$ cat config.mk
export PLATFORM = sky130hd
export DESIGN_NAME = reorderable_ticket_queue
export DESIGN_NICKNAME = d
export VERILOG_FILES = /design/src/rtl/rtq_pkg.sv /design/src/rtl/reorderable_ticket_queue.sv
export SDC_FILE = /design/constraint.sdc
export NUM_CORES = 2
export LEC_CHECK = 0
export ABC_CLOCK_PERIOD_IN_PS = 15550
export BUFFER_PORTS_ARGS = -buffer_cell sky130_fd_sc_hd__buf_2
export CELL_PAD_IN_SITES_DETAIL_PLACEMENT = 1
export CELL_PAD_IN_SITES_GLOBAL_PLACEMENT = 2
export CORE_MARGIN = 5
export CORE_UTILIZATION = 50
export CTS_BUF_LIST = sky130_fd_sc_hd__clkbuf_16
export DETAILED_ROUTE_END_ITERATION = 12
export HOLD_SLACK_MARGIN = 0.05
export PLACE_DENSITY = 0.8
export SLEW_MARGIN = 15
export SYNTH_ARGS = -nofsm -noshare
export SYNTH_HDL_FRONTEND = slang
export SYNTH_SLANG_ARGS = --single-unit
$ cat constraint.sdc
create_clock -name clk -period 15.55 [get_ports clk]
set_input_delay 0 -clock clk [delete_from_list [all_inputs] [get_ports clk]]
set_output_delay 0 -clock clk [all_outputs]
set_load 0.02 [all_outputs]
$ cat src/rtl/rtq_pkg.sv
// ----------------------------------------------------------------------------
// Reorderable ticket queue package
// Shared sizes, codes and types of the reorderable ticket queue.
// ----------------------------------------------------------------------------
package rtq_pkg;

    localparam int QUEUE_DEPTH = 16;
    localparam int HANDLE_BITS = 32;

    localparam int PORT_BITS = 32;
    localparam int STORE_HANDLE_BITS = (HANDLE_BITS < PORT_BITS) ? HANDLE_BITS : PORT_BITS;
    localparam int SLOT_BITS = (QUEUE_DEPTH > 1) ? $clog2(QUEUE_DEPTH) : 1;
    localparam int COUNT_BITS = $clog2(QUEUE_DEPTH + 1);
    localparam int POS_BITS = 4;
    localparam int CMP_BITS = ((COUNT_BITS > POS_BITS) ? COUNT_BITS : POS_BITS) + 1;

    typedef enum logic [1:0] {
        ACT_ADD     = 2'd0,
        ACT_SERVICE = 2'd1,
        ACT_UP      = 2'd2,
        ACT_DOWN    = 2'd3
    } action_t;

    typedef enum logic [2:0] {
        ST_OK            = 3'd0,
        ST_EMPTY_PAYLOAD = 3'd1,
        ST_QUEUE_EMPTY   = 3'd2,
        ST_BAD_POSITION  = 3'd3,
        ST_QUEUE_FULL    = 3'd4
    } status_t;

    typedef enum logic [6:0] {
        S_IDLE    = 7'b0000001,
        S_CHECK   = 7'b0000010,
        S_READ_A  = 7'b0000100,
        S_READ_B  = 7'b0001000,
        S_WRITE_A = 7'b0010000,
        S_WRITE_B = 7'b0100000,
        S_POP     = 7'b1000000
    } state_t;

    typedef struct packed {
        logic [PORT_BITS-1:0]         number;
        logic [STORE_HANDLE_BITS-1:0] customer;
        logic [STORE_HANDLE_BITS-1:0] complaint;
    } entry_t;

endpackage

$ cat src/rtl/reorderable_ticket_queue.sv
// ----------------------------------------------------------------------------
// Reorderable ticket queue
// Bounded ticket FIFO with add, service and adjacent swap, run by a small
// sequencer around a one-read, one-write entry store and one shared slot adder.
// ----------------------------------------------------------------------------
//  Channel | Handshake             | Payload
//  --------+-----------------------+-------------------------------------------
//  in      | in_valid / in_ready   | action, position, customer_ref, complaint_ref
//  out     | out_valid / out_ready | status, ticket_number, out_customer,
//          |                       | out_complaint, entry_count
//
// An accepted transaction first passes a check step, where a refused
// operation finishes. An add then writes its entry, a service reads the front
// entry and pops it, and a move reads both entries and writes them back
// swapped. One transaction is in flight at a time, and in_ready returns once
// the result has been taken. Reset empties the queue at once; the entry store
// itself is not cleared. A stalled result holds its value.
// ----------------------------------------------------------------------------
module reorderable_ticket_queue
(
    input  logic        clk,
    input  logic        rst_n,
    input  logic        in_valid,
    output logic        in_ready,
    input  logic [1:0]  action,
    input  logic [3:0]  position,
    input  logic [31:0] customer_ref,
    input  logic [31:0] complaint_ref,
    output logic        out_valid,
    input  logic        out_ready,
    output logic [2:0]  status,
    output logic [31:0] ticket_number,
    output logic [31:0] out_customer,
    output logic [31:0] out_complaint,
    output logic [4:0]  entry_count
);

    localparam int SB = rtq_pkg::SLOT_BITS;
    localparam int CB = rtq_pkg::COUNT_BITS;
    localparam int HB = rtq_pkg::STORE_HANDLE_BITS;
    localparam int PB = rtq_pkg::PORT_BITS;
    localparam int MB = rtq_pkg::CMP_BITS;
    localparam int ENTRY_BITS = $bits(rtq_pkg::entry_t);

    rtq_pkg::state_t  state_reg, state_next;
    rtq_pkg::action_t op_reg;
    logic [rtq_pkg::POS_BITS-1:0] pos_reg;
    logic [HB-1:0] cust_reg, comp_reg;

    logic [SB-1:0] head_reg, head_next;
    logic [CB-1:0] held_reg, held_next;
    logic [PB-1:0] last_reg, last_next;
    logic [SB-1:0] addr_a_reg, addr_a_next;
    logic [SB-1:0] addr_b_reg, addr_b_next;

    logic [ENTRY_BITS-1:0] mem [rtq_pkg::QUEUE_DEPTH];
    rtq_pkg::entry_t rd_data_reg, hold_a_reg;
    logic            mem_we, mem_re;
    logic [SB-1:0]   mem_waddr, mem_raddr;
    rtq_pkg::entry_t mem_wdata;

    logic [SB-1:0] unit_base, unit_off, unit_sum;
    logic [SB:0]   unit_raw;

    logic             out_valid_reg;
    rtq_pkg::status_t status_reg;
    logic [PB-1:0]    number_reg, out_cust_reg, out_comp_reg;
    logic [CB-1:0]    count_reg;

    logic             finish;
    rtq_pkg::status_t res_status;
    logic [PB-1:0]    res_number, res_cust, res_comp;

    logic [MB-1:0] pos_wide, held_wide;
    logic [PB-1:0] last_inc;
    logic          accept;

    assign accept    = in_valid && in_ready;
    assign in_ready  = (state_reg == rtq_pkg::S_IDLE) && !out_valid_reg;
    assign pos_wide  = MB'(pos_reg);
    assign held_wide = MB'(held_reg);
    assign last_inc  = last_reg + PB'(1);

    assign unit_raw = {1'b0, unit_base} + {1'b0, unit_off};
    assign unit_sum = (unit_raw >= (SB + 1)'(rtq_pkg::QUEUE_DEPTH))
                    ? SB'(unit_raw - (SB + 1)'(rtq_pkg::QUEUE_DEPTH))
                    : SB'(unit_raw);

    always_comb
    begin
        state_next  = state_reg;
        head_next   = head_reg;
        held_next   = held_reg;
        last_next   = last_reg;
        addr_a_next = addr_a_reg;
        addr_b_next = addr_b_reg;
        mem_we      = 1'b0;
        mem_re      = 1'b0;
        mem_waddr   = addr_a_reg;
        mem_raddr   = addr_a_reg;
        mem_wdata   = rd_data_reg;
        unit_base   = head_reg;
        unit_off    = '0;
        finish      = 1'b0;
        res_status  = rtq_pkg::ST_OK;
        res_number  = '0;
        res_cust    = '0;
        res_comp    = '0;
        case (state_reg)
            rtq_pkg::S_IDLE:
            begin
                if (accept)
                begin
                    state_next = rtq_pkg::S_CHECK;
                end
            end
            rtq_pkg::S_CHECK:
            begin
                case (op_reg)
                    rtq_pkg::ACT_ADD:
                    begin
                        unit_off = SB'(held_reg);
                        if (cust_reg == '0 || comp_reg == '0)
                        begin
                            finish     = 1'b1;
                            res_status = rtq_pkg::ST_EMPTY_PAYLOAD;
                        end
                        else if (held_reg >= CB'(rtq_pkg::QUEUE_DEPTH))
                        begin
                            finish     = 1'b1;
                            res_status = rtq_pkg::ST_QUEUE_FULL;
                        end
                        else
                        begin
                            addr_a_next = unit_sum;
                            state_next  = rtq_pkg::S_WRITE_A;
                        end
                    end
                    rtq_pkg::ACT_SERVICE:
                    begin
                        if (held_reg == '0)
                        begin
                            finish     = 1'b1;
                            res_status = rtq_pkg::ST_QUEUE_EMPTY;
                        end
                        else
                        begin
                            addr_a_next = unit_sum;
                            state_next  = rtq_pkg::S_READ_A;
                        end
                    end
                    rtq_pkg::ACT_UP:
                    begin
                        unit_off = SB'(pos_reg);
                        if (pos_reg == '0 || pos_wide >= held_wide)
                        begin
                            finish     = 1'b1;
                            res_status = rtq_pkg::ST_BAD_POSITION;
                        end
                        else
                        begin
                            addr_a_next = unit_sum;
                            state_next  = rtq_pkg::S_READ_A;
                        end
                    end
                    default:
                    begin
                        unit_off = SB'(pos_reg);
                        if (pos_wide + MB'(1) >= held_wide)
                        begin
                            finish     = 1'b1;
                            res_status = rtq_pkg::ST_BAD_POSITION;
                        end
                        else
                        begin
                            addr_a_next = unit_sum;
                            state_next  = rtq_pkg::S_READ_A;
                        end
                    end
                endcase
            end
            rtq_pkg::S_READ_A:
            begin
                mem_re    = 1'b1;
                mem_raddr = addr_a_reg;
                unit_base = addr_a_reg;
                unit_off  = (op_reg == rtq_pkg::ACT_UP) ? SB'(rtq_pkg::QUEUE_DEPTH - 1) : SB'(1);
                addr_b_next = unit_sum;
                state_next  = (op_reg == rtq_pkg::ACT_SERVICE) ? rtq_pkg::S_POP
                                                               : rtq_pkg::S_READ_B;
            end
            rtq_pkg::S_READ_B:
            begin
                mem_re     = 1'b1;
                mem_raddr  = addr_b_reg;
                state_next = rtq_pkg::S_WRITE_A;
            end
            rtq_pkg::S_WRITE_A:
            begin
                mem_we    = 1'b1;
                mem_waddr = addr_a_reg;
                if (op_reg == rtq_pkg::ACT_ADD)
                begin
                    mem_wdata.number    = last_inc;
                    mem_wdata.customer  = cust_reg;
                    mem_wdata.complaint = comp_reg;
                    last_next  = last_inc;
                    held_next  = held_reg + CB'(1);
                    finish     = 1'b1;
                    res_number = last_inc;
                end
                else
                begin
                    state_next = rtq_pkg::S_WRITE_B;
                end
            end
            rtq_pkg::S_WRITE_B:
            begin
                mem_we    = 1'b1;
                mem_waddr = addr_b_reg;
                mem_wdata = hold_a_reg;
                finish    = 1'b1;
            end
            rtq_pkg::S_POP:
            begin
                unit_base  = addr_a_reg;
                unit_off   = SB'(1);
                head_next  = unit_sum;
                held_next  = held_reg - CB'(1);
                finish     = 1'b1;
                res_number = rd_data_reg.number;
                res_cust   = PB'(rd_data_reg.customer);
                res_comp   = PB'(rd_data_reg.complaint);
            end
            default:
            begin
                state_next = rtq_pkg::S_IDLE;
            end
        endcase
        if (finish)
        begin
            state_next = rtq_pkg::S_IDLE;
        end
    end

    always_ff @(posedge clk or negedge rst_n)
    begin
        if (!rst_n)
        begin
            state_reg     <= rtq_pkg::S_IDLE;
            head_reg      <= '0;
            held_reg      <= '0;
            last_reg      <= '0;
            out_valid_reg <= 1'b0;
        end
        else
        begin
            state_reg <= state_next;
            head_reg  <= head_next;
            held_reg  <= held_next;
            last_reg  <= last_next;
            if (finish)
            begin
                out_valid_reg <= 1'b1;
            end
            else if (out_ready)
            begin
                out_valid_reg <= 1'b0;
            end
        end
    end

    always_ff @(posedge clk)
    begin
        if (accept)
        begin
            op_reg   <= rtq_pkg::action_t'(action);
            pos_reg  <= position;
            cust_reg <= customer_ref[HB-1:0];
            comp_reg <= complaint_ref[HB-1:0];
        end
        addr_a_reg <= addr_a_next;
        addr_b_reg <= addr_b_next;
        if (finish)
        begin
            status_reg   <= res_status;
            number_reg   <= res_number;
            out_cust_reg <= res_cust;
            out_comp_reg <= res_comp;
            count_reg    <= held_next;
        end
    end

    always_ff @(posedge clk)
    begin
        if (mem_we)
        begin
            mem[mem_waddr] <= mem_wdata;
        end
        if (mem_re)
        begin
            rd_data_reg <= mem[mem_raddr];
        end
        if (state_reg == rtq_pkg::S_READ_B)
        begin
            hold_a_reg <= rd_data_reg;
        end
    end

    assign out_valid     = out_valid_reg;
    assign status        = status_reg;
    assign ticket_number = number_reg;
    assign out_customer  = out_cust_reg;
    assign out_complaint = out_comp_reg;
    assign entry_count   = 5'(count_reg);

    a_count_bound: assert property (@(posedge clk) disable iff (!rst_n)
        held_reg <= CB'(rtq_pkg::QUEUE_DEPTH))
        else $error("Ticket count exceeds the queue depth.");

    a_busy_not_ready: assert property (@(posedge clk) disable iff (!rst_n)
        (state_reg != rtq_pkg::S_IDLE) |-> !in_ready)
        else $error("Input ready while the sequencer is busy.");

    a_accept_to_check: assert property (@(posedge clk) disable iff (!rst_n)
        accept |=> (state_reg == rtq_pkg::S_CHECK))
        else $error("Accepted transaction did not start the check step.");

    a_count_matches: assert property (@(posedge clk) disable iff (!rst_n)
        out_valid_reg |-> (count_reg == held_reg))
        else $error("Reported count differs from the held count.");

endmodule

After elaboration in Yosys (flattened, before gate mapping)
Memories as Yosys holds them, arrays and structs flattened. A register that Yosys moved wholly into a read port is not among the register bits.
Cells that the tools add are included.

storage, ports and cells
  bits in registers = 327
  latch bits = 0
  memory bits (writable) = 1536
  ROM bits = 0
  output and inout bits = 106
  memories kept = 1

cells by class
  add/subtract/negate cells = 6
  multiply operators = 0
  divide/modulo/power cells = 0
  $lt $le $gt $ge = 4
  eq/ne operators = 22
  shifts and indexed selects = 0
  mux-type cells = 50
  bitwise logic cells = 0
  reduce and logical (&&, ||, !) cells = 18

memory list
  memory  depth  bits a word  read ports  clocked after memory_dff  wr ports  line                            source
  mem     16     96           1           1                         1         reorderable_ticket_queue.sv:56  logic [ENTRY_BITS-1:0] mem [rtq_pkg::QUEUE_DEPTH];

operator list
  operator               number
  $pmux 96 s2            1
  $mux 96                1
  $logic_not 32->1       2
  $pmux 32 s2            1
  $mux 7                 9
  $pmux 7 s6             1
  $mux 4                 10
  $add 32x1->32 const B  1
  $mux 32                1
  $pmux 4 s3             2
  $pmux 7 s3             1
  $ne 4x4->1 const B     4
  $mux 1                 12
  $ge 5x5->1 const B     2
  $pmux 5 s2             1
  $pmux 3 s3             1
  $ne 2x2->1 const B     4
  $pmux 4 s2             1
  $reduce_and 8->1       1
  $reduce_or 2->1        4
  $eq 7x1->1 const B     1
  $eq 7x2->1 const B     1
  $eq 7x3->1 const B     1
  $eq 7x4->1 const B     1
  29 further kinds       36

Depth between registers and ports, before layout
  depth in word-level cells = 9
  gate-level depth with buffers = 12
  mapped depth without buffers = 11

Least setup slack after synthesis
Ideal clock, no wire load.

  path kind = reg-to-reg
  start point = register state_reg[2]
  end point = register, netlist name rd_data_reg[0]
  library setup time = 0.686 ns
  arrival time = 7.802 ns
  data required time = 14.864 ns
  path slack = 7.062 ns
  stages on the path, launching flop included = 3
  clock period less this slack = 8.488 ns
  path through = dfrtp_1 or4b_4 o21ai_0

between the ends
  longest elaborated chain between the ends = 3
  elaborated cells on any way between the ends = 5
  those cells by class = eq/ne (2); mux (2); reduce/logical (1)

RTL lines
  element                                          line                             source
  from (decl)                                      reorderable_ticket_queue.sv:45   rtq_pkg::state_t state_reg, state_next;
  from (signal assigned)                           reorderable_ticket_queue.sv:250  state_reg <= rtq_pkg::S_IDLE;
  from (signal assigned)                           reorderable_ticket_queue.sv:258  state_reg <= state_next;
  $eq 7x4->1 / $eq 7x3->1 (equally long branches)  reorderable_ticket_queue.sv:109  case (state_reg)
  $reduce_or 2->1 (no source line) *               --
  $mux 1 *                                         reorderable_ticket_queue.sv:109
  named net mem_re                                 reorderable_ticket_queue.sv:58   logic mem_we, mem_re;

Mark *: on every way through the listed nets, which the timed path passes. The rest lies on a longest branch.
A chain may end at the register's enable or synchronous reset.

Final worst setup path
  start point = register state_reg[6]
  end point = memory mem[6][26] in the netlist's numbering, enable pin

between the ends
  longest elaborated chain between the ends = 5
  elaborated cells on any way between the ends = 7
  those cells by class = eq/ne (2); mux (4); reduce/logical (1)

RTL lines
  element                                          line                             source
  $eq 7x5->1 / $eq 7x6->1 (equally long branches)  reorderable_ticket_queue.sv:109
  $reduce_or 2->1 (no source line)                 --
  $mux 1                                           reorderable_ticket_queue.sv:109
  $mux 1                                           reorderable_ticket_queue.sv:296  if (mem_we)
  $mux 1 (implied by the code)                     reorderable_ticket_queue.sv:298  mem[mem_waddr] <= mem_wdata;
  to (decl)                                        reorderable_ticket_queue.sv:56

Parallel ways exist; a longest one is shown, timed or not.

==> results.cfg <==
[pwr]
powerDensity_nw_per_um2 = 134
p_total_mw = 11.5
p_sw_mw = 2.71
p_comb_frac = 0.079
clockPowerShare = 0.397
swShare = 0.235
p_int_mw = 8.84
power.leakage_nw = 29.4
pwr-share-seq = 0.524
ir_drop_v = 0.000124

[timing]
min_period_ns = 6.47
hold_ws_ns = 0.210
fin_ws_ns = 9.08
hold_violations = 0
slew_headroom = 0.146
final.period_utilization = 0.416
setup_viol = 0
fmaxAchievable_mhz = 155
finClkSkew_ns = 0.0456
slew_viol_final = 0
setup_tns_ns = 0
worst_pin_slew_ns = 1.28
rsz0062_at_grt = no

[synthesis]
yosysWarnings = 0
synth_edf_count = 1910
ys_seq_area_frac = 0.779
synth_ff_type = edfxtp_1
ys_types = 60
netlist_area_um2 = 75200
synthCells = 4215
syn_avg_cell_area_um2 = 17.8
ys_seq_elements = 1959
synth_fp_nets = 4313
synthArstFlopShare = 0.0250

[clock_network]
cts_tree = done
cts-root-buf = clkbuf_16
cts_buffers = 197
clock-sinks = 1959
clk_latency_ns = 0.84
cts.path.max_buffers = 3
clkTransAtPathRegs_ns = 0.06
ctsResizeCount = 0
htree_levels = 4

[route]
drt_iter0_markers = 4656
first_pass_iters = 7
route.detailed.drc = 0
wirelength_um = 215000
wl_per_cell_um = 31.8
detail-route-antenna-nets = 0
vias_per_cell = 6.35
dr_total_vias = 42800

[setup_path]
cp_max_fo = 60
required_ns = 15.99
cp.arrival_ns = 6.91
start_kind = register
r2r-start = state_reg[6]$_DFFE_PN0P_
reg2reg_depth = 8
critPathKind = register to register
endpoint_kind = register
crit_path_start = state_reg[6]$_DFFE_PN0P_

[place]
gp_congestion = 0.743
dp_hpwl_um = 106000
portBuffers = 179
dpl_worst_slack_ns = 9.20

[floorplan]
initial_core_util = 0.502
fp-row-count = 142
core_um2 = 150000
die_y_um = 398
ios = 180
dieArea_um2 = 158000
die_w_um = 398

[status]
outcome = finished clean

[layout]
num-fill-cells = 13300
final_core_util = 0.575
area_growth_pct = 14.6
largest_register_ffs = 1536
nets = 4668
drive_above_1_share = 0.159

[min_path]
min_path_type = input pin to register
min-delay-start = in_valid
hold_depth = 4

[global_route]
grt_pass1_wl_um = 312000
antenna_found_initial = 3
grt_max_degree = 193
grt_overflow = 0
grt_pass1_vias = 44500
grt_use_total = 0.271

[run]
maxCapViolCount = 0
[final timing paths]
kind | to | slack [ns]
worst max register to register | mem[6][26]$_DFFE_PP_ | 9.08
worst min-delay path | state_reg[0]$_DFFE_PN1P_ | 0.21
worst max-delay path | mem[6][26]$_DFFE_PP_ | 9.08
max in group asynchronous | head_reg[1]$_DFFE_PN0N_ | 14.54
worst min register to register | hold_a_reg[48]$_DFFE_PP_ | 0.48
min in group asynchronous | last_reg[22]$_DFFE_PN0P_ | 0.42
[per-stage QoR]
| step | instance area [µm²] | std cells |
|---|---|---|
| 6_report | 86100 | 6745 |
| 5_1_grt | 86100 | 6744 |
| 4_1_cts | 86100 | 6744 |
| 3_5_place_dp | 78500 | 6242 |
| 3_3_place_gp | 78500 | 6242 |
| 2_1_floorplan | 75200 | 4215 |
[metal layers]
| layer | vias up | global-route usage | routed length, µm |
|---|---|---|---|
| met4 | 0 | 0.0830 | 6700 |
| met2 | 2051 | 0.452 | 106000 |
| li1 | 17500 | - | - |
| met5 | - | 0 | 0 |
| met3 | 411 | 0.0445 | 17200 |
| met1 | 22900 | 0.370 | 84300 |
[cells in the mapped netlist (5+ instances only)]
cell type	number	area, µm²
edfxtp_1	1910	57400
nand2_1	614	2300
nand3_1	209	1050
mux4_2	192	4320
clkbuf_1	177	664
mux2i_1	102	1020
a32oi_1	97	850
a22o_1	96	841
a41o_1	96	961
nor2_1	89	334
inv_1	82	308
and2_1	68	425
a222oi_1	65	651
dfrtp_1	48	1200
a21o_1	43	323
xor2_1	36	315
a221o_1	31	310
buf_2	28	140
buf_1	25	93.8
ha_1	23	288
nor4_1	22	138
xnor2_1	21	184
nand4_1	18	113
buf_6	12	135
o21ai_0	12	60.1
a31oi_1	11	68.8
a21oi_1	10	50.1
nor3_1	10	50.1
mux2_2	7	78.8
a22oi_1	6	45.0
and3_1	6	37.5
or3_1	5	31.3
[layout by cell type, fill, tap and decap left out, types with 96 or more instances in the layout]
cell type,n
buf_2,179
a41o_1,96
nand2_1,613
clkbuf_16,203
inv_1,130
dlygate4sd3_1,145
a32oi_1,97
nand3_1,209
mux2i_1,100
mux4_2,192
a22o_1,96
edfxtp_1,1910
[worst max-delay path: stages (launching register included)]
cell and delay, ns:
dfrtp_1 0.43, or3_1 0.58, nor4_2 0.33, buf_4 0.87, buf_4 0.82, a31oi_1 0.49
nor2_4 0.89, buf_4 0.73, buf_4 0.81
[power groups by stage]
stage / logic, mW / registers (mW) / clock network, mW
3_5_place_dp: 0.874 / 6.16 / 0
4_1_cts: 0.908 / 6.05 / 4.65
3_3_place_gp: 0.848 / 6.15 / 0
2_1_floorplan: 0.532 / 6.15 / 0
6_report: 0.907 / 6.05 / 4.58
5_1_grt: 0.971 / 6.06 / 4.91
[cell type report]
class | instances | area [µm²] | share of cell area
multi-input combinational | 1930 | 15500 | 0.180
sequential | 1959 | 58600 | 0.680
inverter | 82 | 308 | 0.00358
timing repair buffer | 400 | 3020 | 0.0351
tap | 2016 | 2520 | 0.0293
clock inverter | 154 | 1100 | 0.0127
antenna | 1 | 2.50 | 0.0000291
clock buffer | 203 | 5080 | 0.0590
[cells by family after synthesis]
logic type | count (synthesis) | synth area share
AND/OR/NAND/NOR | 1067 | 0.0628
adder cells (fa/ha/maj) | 24 | 0.00410
flip-flops | 1959 | 0.779
XOR/XNOR | 57 | 0.00664
AO/OA/AOI/OAI | 481 | 0.0568
buffers and inverters | 326 | 0.0180
multiplexers | 301 | 0.0722
[timing repair]
action                                  CTS  global route
hold buffers                            145             0
setup buffers                             0             0
endpoints found under the hold margin   140             0
endpoints found under the setup margin    0             0
No activity file was read; power rests on OpenSTA's default activity.
